===== src/rtl/quaternion_to_euler_zyx_assert.svh =====
// Assertion macros for the quaternion to ZYX Euler angle block.
// Included by the top level; define NO_ASSERTIONS to compile them out.
`ifndef QUATERNION_TO_EULER_ZYX_ASSERT_SVH
`define QUATERNION_TO_EULER_ZYX_ASSERT_SVH
`ifndef NO_ASSERTIONS
`define Q2E_ASSERT_IMPL(label, clk, rst_n, ante, cons) \
  label: assert property (@(posedge clk) disable iff (!rst_n) (ante) |-> (cons)) \
    else $error("q2e check failed");
`define Q2E_ASSERT_NEXT(label, clk, rst_n, ante, cons) \
  label: assert property (@(posedge clk) disable iff (!rst_n) (ante) |=> (cons)) \
    else $error("q2e check failed");
`else
`define Q2E_ASSERT_IMPL(label, clk, rst_n, ante, cons)
`define Q2E_ASSERT_NEXT(label, clk, rst_n, ante, cons)
`endif
`endif


===== src/rtl/q2e_pkg.sv =====
// Shared types, widths and the arctangent table for the quaternion to Euler block.
// No dependencies.
`timescale 1ns / 1ps
package q2e_pkg;

  localparam int SUM_W     = 34;            // 2*(ab + cd) of Q2.14 terms, Q.28
  localparam int MAG_W     = 28;            // |sin pitch| below one
  localparam int REM_W     = 2 * MAG_W + 1; // 2^56 - s^2
  localparam int SQRT_BITS = MAG_W + 1;     // floor root, up to 2^28
  localparam int CW        = 36;            // CORDIC vector width

  localparam logic signed [SUM_W-1:0] ONE_Q28 = SUM_W'(1) << 28;

  // atan(2^-i) in Q.30, truncated
  localparam logic [31:0] ATAN_Q30 [24] = '{
    32'h3243F6A8, 32'h1DAC6705, 32'h0FADBAFC, 32'h07F56EA6,
    32'h03FEAB76, 32'h01FFD55B, 32'h00FFFAAA, 32'h007FFF55,
    32'h003FFFEA, 32'h001FFFFD, 32'h000FFFFF, 32'h0007FFFF,
    32'h0003FFFF, 32'h0001FFFF, 32'h0000FFFF, 32'h00007FFF,
    32'h00003FFF, 32'h00001FFF, 32'h00000FFF, 32'h000007FF,
    32'h000003FF, 32'h000001FF, 32'h000000FF, 32'h0000007F
  };

  typedef struct packed {
    logic signed [SUM_W-1:0] sinr;
    logic signed [SUM_W-1:0] cosr;
    logic signed [SUM_W-1:0] sinp;
    logic signed [SUM_W-1:0] siny;
    logic signed [SUM_W-1:0] cosy;
    logic                    clamp;
  } side_t;

  // Table entry rounded half up to frac fraction bits
  function automatic logic [32:0] atan_round(input int idx, input int frac);
    logic [32:0] t;
    t = {1'b0, ATAN_Q30[idx]} + (33'd1 << (29 - frac));
    return t >> (30 - frac);
  endfunction

endpackage


===== src/rtl/q2e_cordic_cell.sv =====
// One vectoring CORDIC micro-rotation for one lane, registered.
// Angle table from q2e_pkg.
`timescale 1ns / 1ps
module q2e_cordic_cell
  import q2e_pkg::*;
#(
  parameter int STAGE      = 0,
  parameter int ANGLE_BITS = 16
)
(
  input  logic                    clk,
  input  logic                    en,
  input  logic signed [CW-1:0]    x_i,
  input  logic signed [CW-1:0]    y_i,
  input  logic signed [ANGLE_BITS:0] z_i,
  input  logic                    zero_i,
  output logic signed [CW-1:0]    x_o,
  output logic signed [CW-1:0]    y_o,
  output logic signed [ANGLE_BITS:0] z_o,
  output logic                    zero_o
);

  localparam int FRAC = ANGLE_BITS - 3;
  localparam int ZW   = ANGLE_BITS + 1;
  localparam logic signed [ZW-1:0] ENTRY = ZW'(atan_round(STAGE, FRAC));

  logic signed [CW-1:0] dx, dy, x_nxt, y_nxt, x_r, y_r;
  logic signed [ZW-1:0] z_nxt, z_r;
  logic                 pos, zero_r;

  always_comb begin
    dx  = y_i >>> STAGE;
    dy  = x_i >>> STAGE;
    pos = !y_i[CW-1] && (y_i != '0);
    if (pos) begin
      x_nxt = x_i + dx;
      y_nxt = y_i - dy;
      z_nxt = z_i + ENTRY;
    end else begin
      x_nxt = x_i - dx;
      y_nxt = y_i + dy;
      z_nxt = z_i - ENTRY;
    end
  end

  always_ff @(posedge clk) begin
    if (en) begin
      x_r    <= x_nxt;
      y_r    <= y_nxt;
      z_r    <= z_nxt;
      zero_r <= zero_i;
    end
  end

  assign x_o    = x_r;
  assign y_o    = y_r;
  assign z_o    = z_r;
  assign zero_o = zero_r;

endmodule


===== config.mk =====
export PLATFORM = sky130hd
export DESIGN_NAME = q2e_cordic_cell
export DESIGN_NICKNAME = d
export VERILOG_FILES = /design/src/rtl/quaternion_to_euler_zyx_assert.svh /design/src/rtl/q2e_pkg.sv /design/src/rtl/q2e_cordic_cell.sv
export SDC_FILE = /design/constraint.sdc
export NUM_CORES = 1
export LEC_CHECK = 0
export BUFFER_PORTS_ARGS = -buffer_cell sky130_fd_sc_hd__buf_2
export CAP_MARGIN = 40
export CORE_UTILIZATION = 46
export DETAILED_ROUTE_END_ITERATION = 8
export MAX_ROUTING_LAYER = met4
export PLACE_DENSITY_LB_ADDON = 0.12
export SLEW_MARGIN = 20
export SYNTH_ARGS = -nofsm -noshare
export SYNTH_HDL_FRONTEND = slang
export SYNTH_SLANG_ARGS = --single-unit

===== constraint.sdc =====
create_clock -name clk -period 5.35 [get_ports clk]
set_clock_uncertainty 0.2 [all_clocks]
set_input_delay 0.535 -clock clk [delete_from_list [all_inputs] [get_ports clk]]
set_output_delay 0.535 -clock clk [all_outputs]
set_load 0.01 [all_outputs]

Word level (Yosys, flattened, before mapping)
Cells that the tools add are included.

Flip-flop bits (word level): 90. Bits of input ports: 92. Output and inout bits: 90. Logic and storage cells: 15.

Add/sub/neg operators: 5. Muxes and demuxes: 3. Reduce and logical (&&, ||, !) cells: 3.

Operators by type and width (number): two-way mux 36 bit (2); subtractor 36 bit (2); adder 36 bit (1); nonzero test 36 bit (1); adder 17 x 14 -> 17 bit, second input constant (1); two-way mux 17 bit (1); subtractor 17 x 14 -> 17 bit, second input constant (1); logical AND 1 bit (1); zero test 1 bit (1).

Depth between registers and ports, before layout
Depth in word-level cells: 3. Depth in mapped cells: 18. Mapped depth without buffers: 15.

Worst setup path before layout
OpenSTA, ideal clock, no wires.

Kind: input to register. Start point: in y_i[2]. End point: reg z_r[15] (netlist: z_o[15]) (data pin). Setup time: 0.258 ns. Arrival: 3.944 ns. Data required time: 4.892 ns. Setup slack: 0.948 ns. Cell stages on the path: 18. Buffers on the path: 3. Cells stage by stage: nor4_1 -> nand4_1 -> nor3_1 -> or2_2 -> clkbuf_1 -> clkinv_1 -> buf_2 -> buf_1 -> fa_1 -> nor2b_1 -> o21ai_0 -> a21boi_0 -> o211ai_1 -> a21oi_1 -> nor3_1 -> o41ai_1 -> a21oi_1 -> xnor2_1.

Longest elaborated chain between the ends: 3.

Ends and longest elaborated chain: start: declaration (line q2e_cordic_cell.sv:14) `input logic signed [CW-1:0] y_i,`; nonzero test 36 bit (line q2e_cordic_cell.sv:34) `pos = !y_i[CW-1] && (y_i != '0);`; logical AND 1 bit (line q2e_cordic_cell.sv:34); two-way mux 17 bit (line q2e_cordic_cell.sv:35) `if (pos) begin`; via z_nxt[15] (line q2e_cordic_cell.sv:28) `logic signed [ZW-1:0] z_nxt, z_r;`; end signal: assignment (line q2e_cordic_cell.sv:50) `z_r <= z_nxt;`; end: declaration (line q2e_cordic_cell.sv:28).

The timed path passes the listed nets, and every way through them passes these cells. A chain may end at the register's enable or synchronous reset.

Worst setup path in the final report
Start point: in y_i[5]. End point: reg z_r[15] (netlist: z_o[15]) (data pin).

The elaborated chain is that of the path after synthesis.

==> flow_metrics.tcl <==
set metrics [dict create \
    crit_arrival_ns 4.20 \
    synth_edf_count 89 \
    hp-class "in2reg" \
    drive_above_1_share_pct 17.02 \
    fp.coreArea_um2 20490 \
    power.density_nw_per_um2 254.4 \
    hold_ws_ns 0.1428 \
    ctsHoldBuffers 0 \
    first_pass_iters 6 \
    num_rows 52 \
    outcome "completed" \
    finalCriticalPeriod_ns 4.290 \
    gp_congestion 0.9454 \
    finalWorstSetupSlack_ns 1.060 \
    p_switching_uw 1017 \
    vias 9204 \
    clock-sinks 89 \
    diodes 0 \
    p_seq_share_pct 33.6 \
    combinationalPowerShare_pct 39.3 \
    cts_tree "yes" \
    required_ns 5.26 \
    grt.total_usage_pct 27.79 \
    crit_fanout 5 \
    synth_area_leaders "edfxtp_1 28%, ha_1 15%, xnor2_1 6.8%" \
    area_delta_synth_final_pct 14.78 \
    viasPerCell 5.803 \
    setup_violations 0 \
    cts_buffers 9 \
    p_clk_share_pct 27.2 \
    synth_top_area_share_pct 27.50 \
    crit_path_end_kind "flop" \
    async_flop_share_pct 0 \
    io-pin-count 182 \
    cp-start-kind "primary input" \
    grt_pass1_vias 8596 \
    ant_nets 0 \
    period_share_pct 80.19 \
    wirelength_mm 29.36 \
    seq_area_frac_synth_pct 27.50 \
    die_height_um 147.3 \
    ctsHtreeMaxLevel 3 \
    synth_area_leader_cell "edfxtp_1" \
    postSynthCellCount 1161 \
    cts_setup_buffers 0 \
    synthesis.area_um2 9717 \
    preCtsSetupSlack_ns 0.6793 \
    tns_ns 0 \
    grt_pass1_wl_mm 45.77 \
    grt_setup_unrepaired "false" \
    io_buffers 181 \
    fin_util_pct 54.42 \
    synth_cell_type_count 72 \
    chipWidth_um 147.3 \
    post_cts_resized 0 \
    path_clk_slew_ns 0.07 \
    fmax_mhz 233.1 \
    report.final.slew_viol_count 0 \
    yosys_warnings 0 \
    tightest_slew_ns 0.9794 \
    layout.nets 1526 \
    syn_nets 1376 \
    wl_per_cell_um 18.51 \
    leakagePower_uw 0.005010 \
    dpl.hpwl_mm 22.87 \
    ys.flop_type "edfxtp_1" \
    syn_area_per_cell_um2 8.369 \
    gr-total-overflow 0 \
    start_util_pct 47.41 \
    dr.first_iter.drc_count 724 \
    die_area_um2 21710 \
    internal_power_uw 1821 \
    cap_violations 0 \
    antenna_found_initial 0 \
    slew_headroom_pct 34.71 \
    finalHoldViolations 0 \
    critPathKind "in2reg" \
    netSwitchingFraction_pct 35.84 \
    grt_max_degree 57 \
    drc 0 \
    cts_buffer_depth 2 \
    synth_seq_cells 89 \
    cts_root_buf "clkbuf_16" \
    ir_drop_mv 0.1526 \
]
## state kept, by name, summed over array words and instances, names as in the netlist
register  flops
z_o          17
x_o          35
y_o          36
zero_o        1
## power by group through the flow
stage               Clock (uW)  Sequential, uW  Combinational (uW)
finish                     771             952                1110
global route               806             965                1220
CTS                        790             955                1100
detailed placement           0             969                1090
global placement             0             969                1090
floorplan                    0            1040                 662
## Yosys cell counts (all sizes together) (13+ instances only)
| library cell | n |
|---|---|
| a211oi | 14 |
| o21ai | 85 |
| ha | 119 |
| o21bai | 15 |
| edfxtp | 89 |
| mux2i | 17 |
| a21o | 36 |
| o21a | 13 |
| nand2b | 19 |
| buf | 17 |
| a21oi | 130 |
| nand3 | 19 |
| clkbuf | 32 |
| xnor2 | 75 |
| inv | 112 |
| nand2 | 52 |
| or3 | 13 |
| nor3 | 27 |
| nor2 | 113 |
## cells by family after synthesis
| logic type | count (synthesis) | synth area share [%] |
|---|---|---|
| flops | 89 | 27.50 |
| compound gates | 381 | 25.34 |
| mux | 17 | 1.751 |
| fa+ha+maj | 123 | 16.15 |
| buf+inv | 163 | 6.593 |
| simple gates | 306 | 15.27 |
| xor+xnor | 82 | 7.391 |
## critical path, stage by stage
cell	delay, ns
buf_2	0.12
nor4_1	0.49
nand4_1	0.23
nor3_1	0.39
or2_4	0.22
clkinv_1	0.12
fa_1	0.43
nor2b_1	0.11
o21ai_0	0.12
a21boi_0	0.35
o211ai_1	0.15
a21oi_1	0.22
nor3_1	0.10
o41ai_1	0.36
a21oi_1	0.13
xnor2_1	0.13
## metal layers
metal  track usage, %  up-vias  routed length (um)
li1                 -     4481                   -
met5                -        -                   0
met3            3.696       41                1746
met1            38.56     4333               13900
met4            7.732        0                 677
met2            42.24      349               13040
## cells in the final DEF, fill, tap and decap left out, types with 12 or more instances in the layout
cell / count
a21o_1: 36
nand2b_1: 19
nand3_1: 19
nand2_1: 52
o21bai_1: 14
a21oi_1: 130
xnor2_1: 75
nor3_1: 27
nor2_1: 113
o21ai_0: 83
a211oi_1: 14
mux2i_1: 17
ha_1: 119
inv_1: 112
or3_1: 12
o21a_1: 13
edfxtp_1: 89
buf_2: 180
## final cells by class
cell class / instances / area, um2
inverters: 114 / 427.9
well taps: 270 / 337.8
repair buffers: 188 / 960.9
clock inverters: 7 / 122.6
multi-input cells: 909 / 6406
fillers: 1983 / 9341
clock buffers: 9 / 225.2
flip-flops and latches: 89 / 2673
## final timing paths
path	startpoint	to	slack, ns	cells after the start
max	y_i[5]	z_o[15]	1.06	16
min	zero_i	zero_o	0.14	1
## metrics by stage
| step | cells | instance area [um2] | total power, uW |
|---|---|---|---|
| final | 1586 | 11150 | 2837 |
| after global routing | 1586 | 11150 | 2989 |
| after CTS | 1586 | 11150 | 2848 |
| after detailed placement | 1570 | 10810 | 2064 |
| after global placement | 1570 | 10810 | 2061 |
| after floorplan | 1161 | 9717 | 1697 |
(Power assumes the default switching activity.)
