--- config.mk ---
export PLATFORM = sky130hd
export DESIGN_NAME = q2e_sqrt_cell
export DESIGN_NICKNAME = d
export VERILOG_FILES = /design/src/rtl/quaternion_to_euler_zyx_assert.svh /design/src/rtl/q2e_pkg.sv /design/src/rtl/q2e_sqrt_cell.sv
export SDC_FILE = /design/constraint.sdc
export NUM_CORES = 1
export LEC_CHECK = 0
export BUFFER_PORTS_ARGS = -buffer_cell sky130_fd_sc_hd__buf_2
export CAP_MARGIN = 25
export CELL_PAD_IN_SITES_DETAIL_PLACEMENT = 0
export CELL_PAD_IN_SITES_GLOBAL_PLACEMENT = 1
export CORE_AREA = 2 2 201 203
export CTS_CLUSTER_DIAMETER = 30
export DETAILED_ROUTE_END_ITERATION = 16
export DIE_AREA = 0 0 203 205
export HOLD_SLACK_MARGIN = 0.1
export PLACE_DENSITY = 0.71
export SYNTH_ARGS = -nofsm -noshare
export SYNTH_HDL_FRONTEND = slang
export SYNTH_SLANG_ARGS = --single-unit
--- constraint.sdc ---
create_clock -name clk -period 4 [get_ports clk]
set_input_delay 0.6 -clock clk [delete_from_list [all_inputs] [get_ports clk]]
set_output_delay 0.6 -clock clk [all_outputs]
set_load 0.01 [all_outputs]
--- src/rtl/quaternion_to_euler_zyx_assert.svh ---
// Assertion macros for the quaternion to ZYX Euler angle block.
// Included by the top level; define NO_ASSERTIONS to compile them out.
`ifndef QUATERNION_TO_EULER_ZYX_ASSERT_SVH
`define QUATERNION_TO_EULER_ZYX_ASSERT_SVH
`ifndef NO_ASSERTIONS
`define Q2E_ASSERT_IMPL(label, clk, rst_n, ante, cons) \
  label: assert property (@(posedge clk) disable iff (!rst_n) (ante) |-> (cons)) \
    else $error("q2e check failed");
`define Q2E_ASSERT_NEXT(label, clk, rst_n, ante, cons) \
  label: assert property (@(posedge clk) disable iff (!rst_n) (ante) |=> (cons)) \
    else $error("q2e check failed");
`else
`define Q2E_ASSERT_IMPL(label, clk, rst_n, ante, cons)
`define Q2E_ASSERT_NEXT(label, clk, rst_n, ante, cons)
`endif
`endif

--- src/rtl/q2e_pkg.sv ---
// Shared types, widths and the arctangent table for the quaternion to Euler block.
// No dependencies.
`timescale 1ns / 1ps
package q2e_pkg;

  localparam int SUM_W     = 34;            // 2*(ab + cd) of Q2.14 terms, Q.28
  localparam int MAG_W     = 28;            // |sin pitch| below one
  localparam int REM_W     = 2 * MAG_W + 1; // 2^56 - s^2
  localparam int SQRT_BITS = MAG_W + 1;     // floor root, up to 2^28
  localparam int CW        = 36;            // CORDIC vector width

  localparam logic signed [SUM_W-1:0] ONE_Q28 = SUM_W'(1) << 28;

  // atan(2^-i) in Q.30, truncated
  localparam logic [31:0] ATAN_Q30 [24] = '{
    32'h3243F6A8, 32'h1DAC6705, 32'h0FADBAFC, 32'h07F56EA6,
    32'h03FEAB76, 32'h01FFD55B, 32'h00FFFAAA, 32'h007FFF55,
    32'h003FFFEA, 32'h001FFFFD, 32'h000FFFFF, 32'h0007FFFF,
    32'h0003FFFF, 32'h0001FFFF, 32'h0000FFFF, 32'h00007FFF,
    32'h00003FFF, 32'h00001FFF, 32'h00000FFF, 32'h000007FF,
    32'h000003FF, 32'h000001FF, 32'h000000FF, 32'h0000007F
  };

  typedef struct packed {
    logic signed [SUM_W-1:0] sinr;
    logic signed [SUM_W-1:0] cosr;
    logic signed [SUM_W-1:0] sinp;
    logic signed [SUM_W-1:0] siny;
    logic signed [SUM_W-1:0] cosy;
    logic                    clamp;
  } side_t;

  // Table entry rounded half up to frac fraction bits
  function automatic logic [32:0] atan_round(input int idx, input int frac);
    logic [32:0] t;
    t = {1'b0, ATAN_Q30[idx]} + (33'd1 << (29 - frac));
    return t >> (30 - frac);
  endfunction

endpackage

--- src/rtl/q2e_sqrt_cell.sv ---
// One cell of the square root chain: settles one root bit per stage.
// Carries the angle sums alongside; uses q2e_pkg.
`timescale 1ns / 1ps
module q2e_sqrt_cell
  import q2e_pkg::*;
#(
  parameter int BIT = 0
)
(
  input  logic                 clk,
  input  logic                 en,
  input  logic [REM_W-1:0]     rm_i,
  input  logic [SQRT_BITS-1:0] q_i,
  input  side_t                side_i,
  output logic [REM_W-1:0]     rm_o,
  output logic [SQRT_BITS-1:0] q_o,
  output side_t                side_o
);

  logic [REM_W-1:0]     trial;
  logic                 take;
  logic [REM_W-1:0]     rm_nxt, rm_r;
  logic [SQRT_BITS-1:0] q_nxt, q_r;
  side_t                side_r;

  // (q + 2^b)^2 - q^2 = q * 2^(b+1) + 2^(2b)
  always_comb begin
    trial  = (REM_W'(q_i) << (BIT + 1)) + (REM_W'(1) << (2 * BIT));
    take   = (rm_i >= trial);
    rm_nxt = take ? rm_i - trial : rm_i;
    q_nxt  = take ? (q_i | (SQRT_BITS'(1) << BIT)) : q_i;
  end

  always_ff @(posedge clk) begin
    if (en) begin
      rm_r   <= rm_nxt;
      q_r    <= q_nxt;
      side_r <= side_i;
    end
  end

  assign rm_o   = rm_r;
  assign q_o    = q_r;
  assign side_o = side_r;

endmodule

## Yosys cells after proc, flatten, opt, wreduce, memory -nomap -nowiden

Index checks and enable logic that the tools add are counted.

| word-level totals | value |
|---|---|
| bits in registers | 257 |
| bits of input ports | 259 |
| output and inout port bits | 257 |
| logic and storage cells | 13 |

| operators by class | value |
|---|---|
| add/subtract/negate cells | 2 |
| $lt $le $gt $ge | 1 |
| mux-type cells | 1 |

Operators with widths:

| kind | number |
|---|---|
| greater-or-equal comparator 57 x 31 -> 1 bit | 1 |
| two-way mux 57 bit | 1 |
| subtractor 57 x 31 -> 57 bit | 1 |
| adder 30 x 1 -> 31 bit (second input constant) | 1 |

## Logic depth before layout (Yosys ltp)

Gate-level depths: netlist of run 1.

| depth | value |
|---|---|
| word-level depth | 3 |
| mapped depth | 13 |

## Worst setup path after synthesis of run 1

OpenSTA, ideal clock, no wires.

| path | value |
|---|---|
| kind | in2reg |
| start | in rm_i[44] |
| end | reg rm_r[44], in the netlist rm_o[44], data pin |
| library setup time | 0.265 ns |
| arrival time | 3.324 ns |
| data required time | 3.735 ns |
| slack | 0.411 ns |
| stages on the path | 10 |
| path buffers | 2 |
| path through | or3_1 > or4_1 > buf_2 > or4_1 > o211ai_1 > nor4_1 > buf_2 > or4_1 > a41oi_1 > o22ai_1 |

| on the way | value |
|---|---|
| cells in the longest elaborated chain, start to end | 2 |
| elaborated cells on any way between the ends | 3 |

Ends and longest elaborated chain:

| item | line | RTL |
|---|---|---|
| start: declaration | q2e_sqrt_cell.sv:12 | `input logic [REM_W-1:0] rm_i,` |
| subtractor 57 x 31 -> 57 bit or greater-or-equal comparator 57 x 31 -> 1 bit (tied branches) | q2e_sqrt_cell.sv:30, q2e_sqrt_cell.sv:29 |  |
| two-way mux 57 bit (*) | q2e_sqrt_cell.sv:30 | `rm_nxt = take ? rm_i - trial : rm_i;` |
| via rm_nxt[44] | q2e_sqrt_cell.sv:22 | `logic [REM_W-1:0] rm_nxt, rm_r;` |
| end signal: assignment | q2e_sqrt_cell.sv:36 | `rm_r <= rm_nxt;` |
| end: declaration | q2e_sqrt_cell.sv:22 |  |

The timed path passes the listed nets; every way through them passes the cells marked *.
A chain may end at the register's enable or synchronous reset.

## Final worst setup path of run 1

Same ends and word-level chain as after synthesis.

==> flow_summary.yaml, run 1 <==
placement:
  dpl_worst_slack_ps: 218
  gp_congestion: 0.912
  port_buffers: 515
  dp.cells: 1759
  dp_hpwl_um: 34500
floorplanning:
  initial_utilization_pct: 26.7
  num_io_pins: 516
  die_width_um: 203
  coreArea_sq_um: 39400
  die_area_sq_um: 41600
  rows: 73
  die_h_um: 205
yosys:
  synthFlopType: "edfxtp_1"
  synth-edff-count: 257
  ys.warnings.count: 0
  netlist_area_sq_um: 10500
  synth_fp_nets: 991
  avgSynthCellArea_sq_um: 15.0
  syn_inst: 701
  ys_types: 55
  ys_seq_area_share_pct: 73.5
  synth_async_sr_flop_share_pct: 0
  synth_seq_cells: 257
finish:
  fillers: 3712
  drive_gt1_share_pct: 49.3
  final_common_cell: "buf_2"
  area_growth_pct: 56.5
  regArea_sq_um: 7720
  layout_common_cells: "buf_2, edfxtp_1, clkbuf_16"
  fin_cells: 1896
  fin_nets: 1597
  multiInputGateArea_sq_um: 2570
pwr:
  p_sw_share_pct: 24.0
  clock_power_share_pct: 56.7
  leakagePower_nw: 7.07
  p_comb_share_pct: 10.5
  irDropWorstVdd_v: 0.000519
  p_int_mw: 7.72
  pwr_density_cell_nw_per_um2: 617
  seqPwrFrac_pct: 32.8
  switchingPower_mw: 2.43
sta:
  finalSetupTns_ps: 0
  slew_headroom_pct: 51.4
  worst_pin_slew_ps: 729
  hold_ws_ps: 185
  rsz0062_at_grt: "false"
  hold_viol: 0
  maxSlewViolCount: 0
  setup_viol: 0
  fin_crit_sh_pct: 80.3
  period_minus_slack_ps: 3210
  finalWorstSetupSlack_ps: 786
  fmax_ghz: 0.311
worst_hold_path:
  hold_class: "in -> reg"
  worstHoldStart: "side_i[98]"
  holdPathEnd: "side_o[98]"
  min_path_cells: 1
routing:
  drtPass1Iterations: 5
  totalWireLength_um: 44000
  num_vias: 8635
  ant_nets: 0
  wire_per_inst_um: 23.2
  vias_per_cell: 4.55
  drt-initial-drc-count: 596
  drc: 0
clock_network:
  cts_root_buf: "clkbuf_16"
  clkSlewWorstSetupHoldPaths_ps: 50
  cts_buffers: 71
  clock_path_buffers: 3
  htree_num_levels: 3
  postCtsSetupRepairBufs: 0
  clock_sinks: 257
  cts_tree: "yes"
  cts_resized: 0
  postCtsHoldBufs: 0
run_status:
  status: "complete, no violations"
global_route:
  grt_max_degree: 84
  antenna_found_initial: 22
  globalRoute.totalOverflow: 0
  grt_pass1_wl_um: 59900
  grt_pass1_vias: 8669
  track_usage_pct: 20.4
setup_path:
  path_class: "in -> reg"
  cp-start-kind: "primary input"
  crit_arrival_ps: 3520
  critPathRequiredTime_ps: 4310
  crit_fanout: 3
  endpoint_kind: "flip-flop"
run:
  drv_cap: 0
[cells by family after synthesis]
group | synth area share [%]
buffers and inverters | 2.11
flip-flops | 73.5
multiplexers | 0.322
AO/OA/AOI/OAI | 7.73
XOR/XNOR | 4.34
adder cells (fa/ha/maj) | 3.77
AND/OR/NAND/NOR | 8.23
[power groups by stage]
stage / registers [mW] / logic [mW] / clock network, mW
floorplan: 3.50 / 0.292 / 0
finish: 3.33 / 1.06 / 5.76
global route: 3.35 / 1.14 / 6.01
detailed placement: 3.37 / 1.07 / 0
CTS: 3.33 / 1.08 / 5.85
global placement: 3.37 / 1.06 / 0
[sequential cells by signal, indices dropped and copies added (netlist names)]
signal	flops
q_o	29
rm_o	57
side_o	171
[synthesized netlist by cell type (4+ instances only)]
master      n  share of area (%)
xor2_1     23                1.9
nand2b_1    5               0.30
nand3_1    16               0.76
a31oi_1     6               0.36
nor3_1     11               0.52
edfxtp_1  257                 73
o21bai_1    5               0.36
o21ai_0    19               0.91
nor2_1     28                1.0
nor4_1      5               0.30
o211ai_1    5               0.36
and2_1      4               0.24
ha_1       30                3.6
nand2_1    57                2.0
clkbuf_1   13               0.46
o21ai_1    28                1.3
or4_1       8               0.57
a21oi_1    31                1.5
inv_1      40                1.4
a21o_1      9               0.64
nand4_1     5               0.30
or3_1       7               0.42
xnor2_1    29                2.4
and3_1      7               0.42
[stage by stage]
stage / total power, mW / cell area (sq um) / util (%)
2_1_floorplan: 3.79 / 10500 / -
3_3_place_gp: 4.43 / 14000 / 35.5
3_5_place_dp: 4.44 / 14000 / 35.5
4_1_cts: 10.3 / 16400 / 41.7
5_1_grt: 10.5 / 16400 / 41.7
6_report: 10.1 / 16400 / 41.8
[worst max-delay path by stage]
stage	start	endpoint	slack [ps]	cells after the start
after detailed placement	q_i[5]	rm_o[44]	220	13
after CTS	q_i[5]	rm_o[44]	800	13
after global placement	q_i[5]	rm_o[44]	240	13
after global routing	q_i[5]	rm_o[44]	500	13
final	rm_i[44]	rm_o[44]	790	10
after floorplan	rm_i[44]	rm_o[44]	410	10
[critical path: stages]
cell      delay (ps)
buf_2            110
or3_1            420
or4_1            520
or4_1            560
o211ai_1         220
nor4_2            90
buf_4            160
or4_1            500
a41oi_1          220
o22ai_1          120
[routing by layer]
metal,wire length [um],global-route usage [%]
met1,17200,24.4
met2,20700,32.4
met3,4620,8.86
met4,1350,7.82
met5,110,0
[cell type report]
class,count,area share [%]
diodes,10,0.152
clock buffers,79,11.1
clock inverters,48,3.63
inverters,40,0.913
multi-input cells,386,15.6
flip-flops and latches,257,47.0
well taps,525,4.00
repair buffers,551,17.6
No activity file was read; power rests on OpenSTA's default activity.
==> inputs of run 2 (changes only) <==
--- a/config.mk
+++ b/config.mk
@@ -14,7 +14,7 @@
 export DETAILED_ROUTE_END_ITERATION = 16
 export DIE_AREA = 0 0 203 205
 export HOLD_SLACK_MARGIN = 0.1
-export PLACE_DENSITY = 0.71
+export PLACE_DENSITY = 0.73
 export SYNTH_ARGS = -nofsm -noshare
 export SYNTH_HDL_FRONTEND = slang
 export SYNTH_SLANG_ARGS = --single-unit
==> constraint.sdc (replaced) <==
create_clock -name clk -period 2.7 [get_ports clk]
set_input_delay 0.405 -clock clk [delete_from_list [all_inputs] [get_ports clk]]
set_output_delay 0.405 -clock clk [all_outputs]
set_load 0.01 [all_outputs]
==> run 2 against run 1 <==
The run now ends with negative setup slack left. Clock power grew 29%. Hold slack got worse by 42 ps. Setup slack got worse by 940 ps. Highest routed layer unchanged.
==> flow_summary.yaml, run 2 (synthesis gave the netlist of run 1 again) <==
setup_path:
  critPathLaunch: "rm_i[44]"
  endpoint_kind: "flip-flop"
  crit_path_end: "rm_o[46]"
  cp-start-kind: "primary input"
  crit_fanout: 5
  critPathRequiredTime_ps: 3030
  path_class: "in -> reg"
  crit_arrival_ps: 3180
routing:
  drtPass1Iterations: 5
  totalWireLength_um: 46700
  num_vias: 10000
  wire_per_inst_um: 21.1
  drc: 0
  ant_nets: 0
  vias_per_cell: 4.51
  drt-initial-drc-count: 608
clock_network:
  clock_sinks: 257
  cts_tree: "yes"
  clock_path_buffers: 3
  htree_num_levels: 2
  clkSlewWorstSetupHoldPaths_ps: 40
  cts_root_buf: "clkbuf_16"
  cts_buffers: 60
finish:
  final_common_cell: "buf_2"
  design_area_sq_um: 19500
  drive_gt1_share_pct: 49.8
  regArea_sq_um: 7720
  area_growth_pct: 85.5
  layout_common_cells: "buf_2, edfxtp_1, dlygate4sd3_1"
  fillers: 3439
  multiInputGateArea_sq_um: 2840
  fin_nets: 1929
  largest_register_ffs: 171
floorplanning:
  die_h_um: 205
  initial_utilization_pct: 26.7
  die_width_um: 203
  coreArea_sq_um: 39400
  num_io_pins: 516
  rows: 73
  die_area_sq_um: 41600
global_route:
  grt_max_degree: 70
  grt_pass1_vias: 10400
  globalRoute.totalOverflow: 0
  track_usage_pct: 21.5
  grt_pass1_wl_um: 65500
  antenna_found_initial: 10
placement:
  dp_hpwl_um: 34700
  port_buffers: 515
  gp_congestion: 0.869
  place_area_sq_um: 15100
run_status:
  failed_checks: "negative setup slack"
  status: "finished, violations left"
pwr:
  leakagePower_nw: 8.53
  pwr_density_cell_nw_per_um2: 740
  irDropWorstVdd_v: 0.000497
sta:
  fmax_ghz: 0.351
  rsz0062_at_grt: "true"
  fin_crit_sh_pct: 106
  slew_headroom_pct: 63.0
  finalWorstSetupSlack_ps: -151
  worst_pin_slew_ps: 555
  maxSlewViolCount: 0
  hold_viol: 0
  finalSetupTns_ps: -1000
  setup_viol: 12
  period_minus_slack_ps: 2850
worst_hold_path:
  hold_class: "in -> reg"
  min_path_cells: 2
run:
  drv_cap: 0
run 2: changes by cell type in the layout (fill, tap and decap cells not counted), moves of 7 or more:
cell           before  now
nor2_1             28   21
dlygate4sd3_1       0  199
clkbuf_16          72   61
buf_6               0    7
buf_4              33  169
nand3_1            16    9
run 2: timing repair:
item / 4_1_cts / 5_1_grt
gates resized for setup: 27 / 24
pin swaps: 9 / 12
hold buffers: 199 / 0
endpoints found under the setup margin: 34 / 53
cloned: 1 / 1
setup buffers: 2 / 3
endpoints found under the hold margin: 199 / 0
run 2: worst min-delay path by stage:
stage / start / to / slack (ps)
floorplan: q_i[10] / q_o[10] / 500
global placement: side_i[2] / side_o[2] / 580
detailed placement: side_i[26] / side_o[26] / 580
CTS: rm_i[20] / rm_o[20] / 110
global route: q_i[18] / q_o[18] / 120
finish: q_i[18] / q_o[18] / 140
run 2: stage by stage:
step / setup WS [ps] / utilization (%) / hold slack [ps] / total power [mW] / instances
after floorplan: -641 / - / 504 / 5.63 / 701
after global placement: -800 / 38.3 / 581 / 6.78 / 1896
after detailed placement: -830 / 38.3 / 583 / 6.79 / 1896
after CTS: -114 / 49.1 / 107 / 14.5 / 2209
after global routing: -181 / 49.5 / 121 / 14.9 / 2214
final: -151 / 49.5 / 143 / 14.4 / 2218
run 2: cell type report:
type / instances / area share (%)
Sequential cell: 257 / 39.6
Antenna cell: 5 / 0.0642
Timing Repair Buffer: 894 / 30.9
Inverter: 40 / 0.771
Clock inverter: 43 / 2.76
Multi-Input combinational cell: 386 / 14.6
Clock buffer: 68 / 7.97
Tap cell: 525 / 3.37
run 2: worst max-delay path: stages:
cell and delay [ps]:
buf_6 90, or3_4 370, or4_4 510, or4_4 500, o211ai_1 270, nor4_4 80
or4_4 570, buf_12 180, nor3_4 110, xor2_1 90
run 2: layer usage:
layer	global-route usage [%]	vias up	wire (um)
met5	0	-	97
met4	9.72	14	1940
met3	7.14	98	3920
met2	34.9	473	22400
met1	25.9	4856	18400
li1	-	4560	-
run 2: where the power goes:
part / leakage (nW) / switching [mW] / internal, mW / total (mW)
Combinational: 5.01 / 1.07 / 1.01 / 2.07
Clock: 0.999 / 2.35 / 5.06 / 7.41
Sequential: 2.52 / 0.116 / 4.83 / 4.94
Total: 8.53 / 3.53 / 10.9 / 14.4
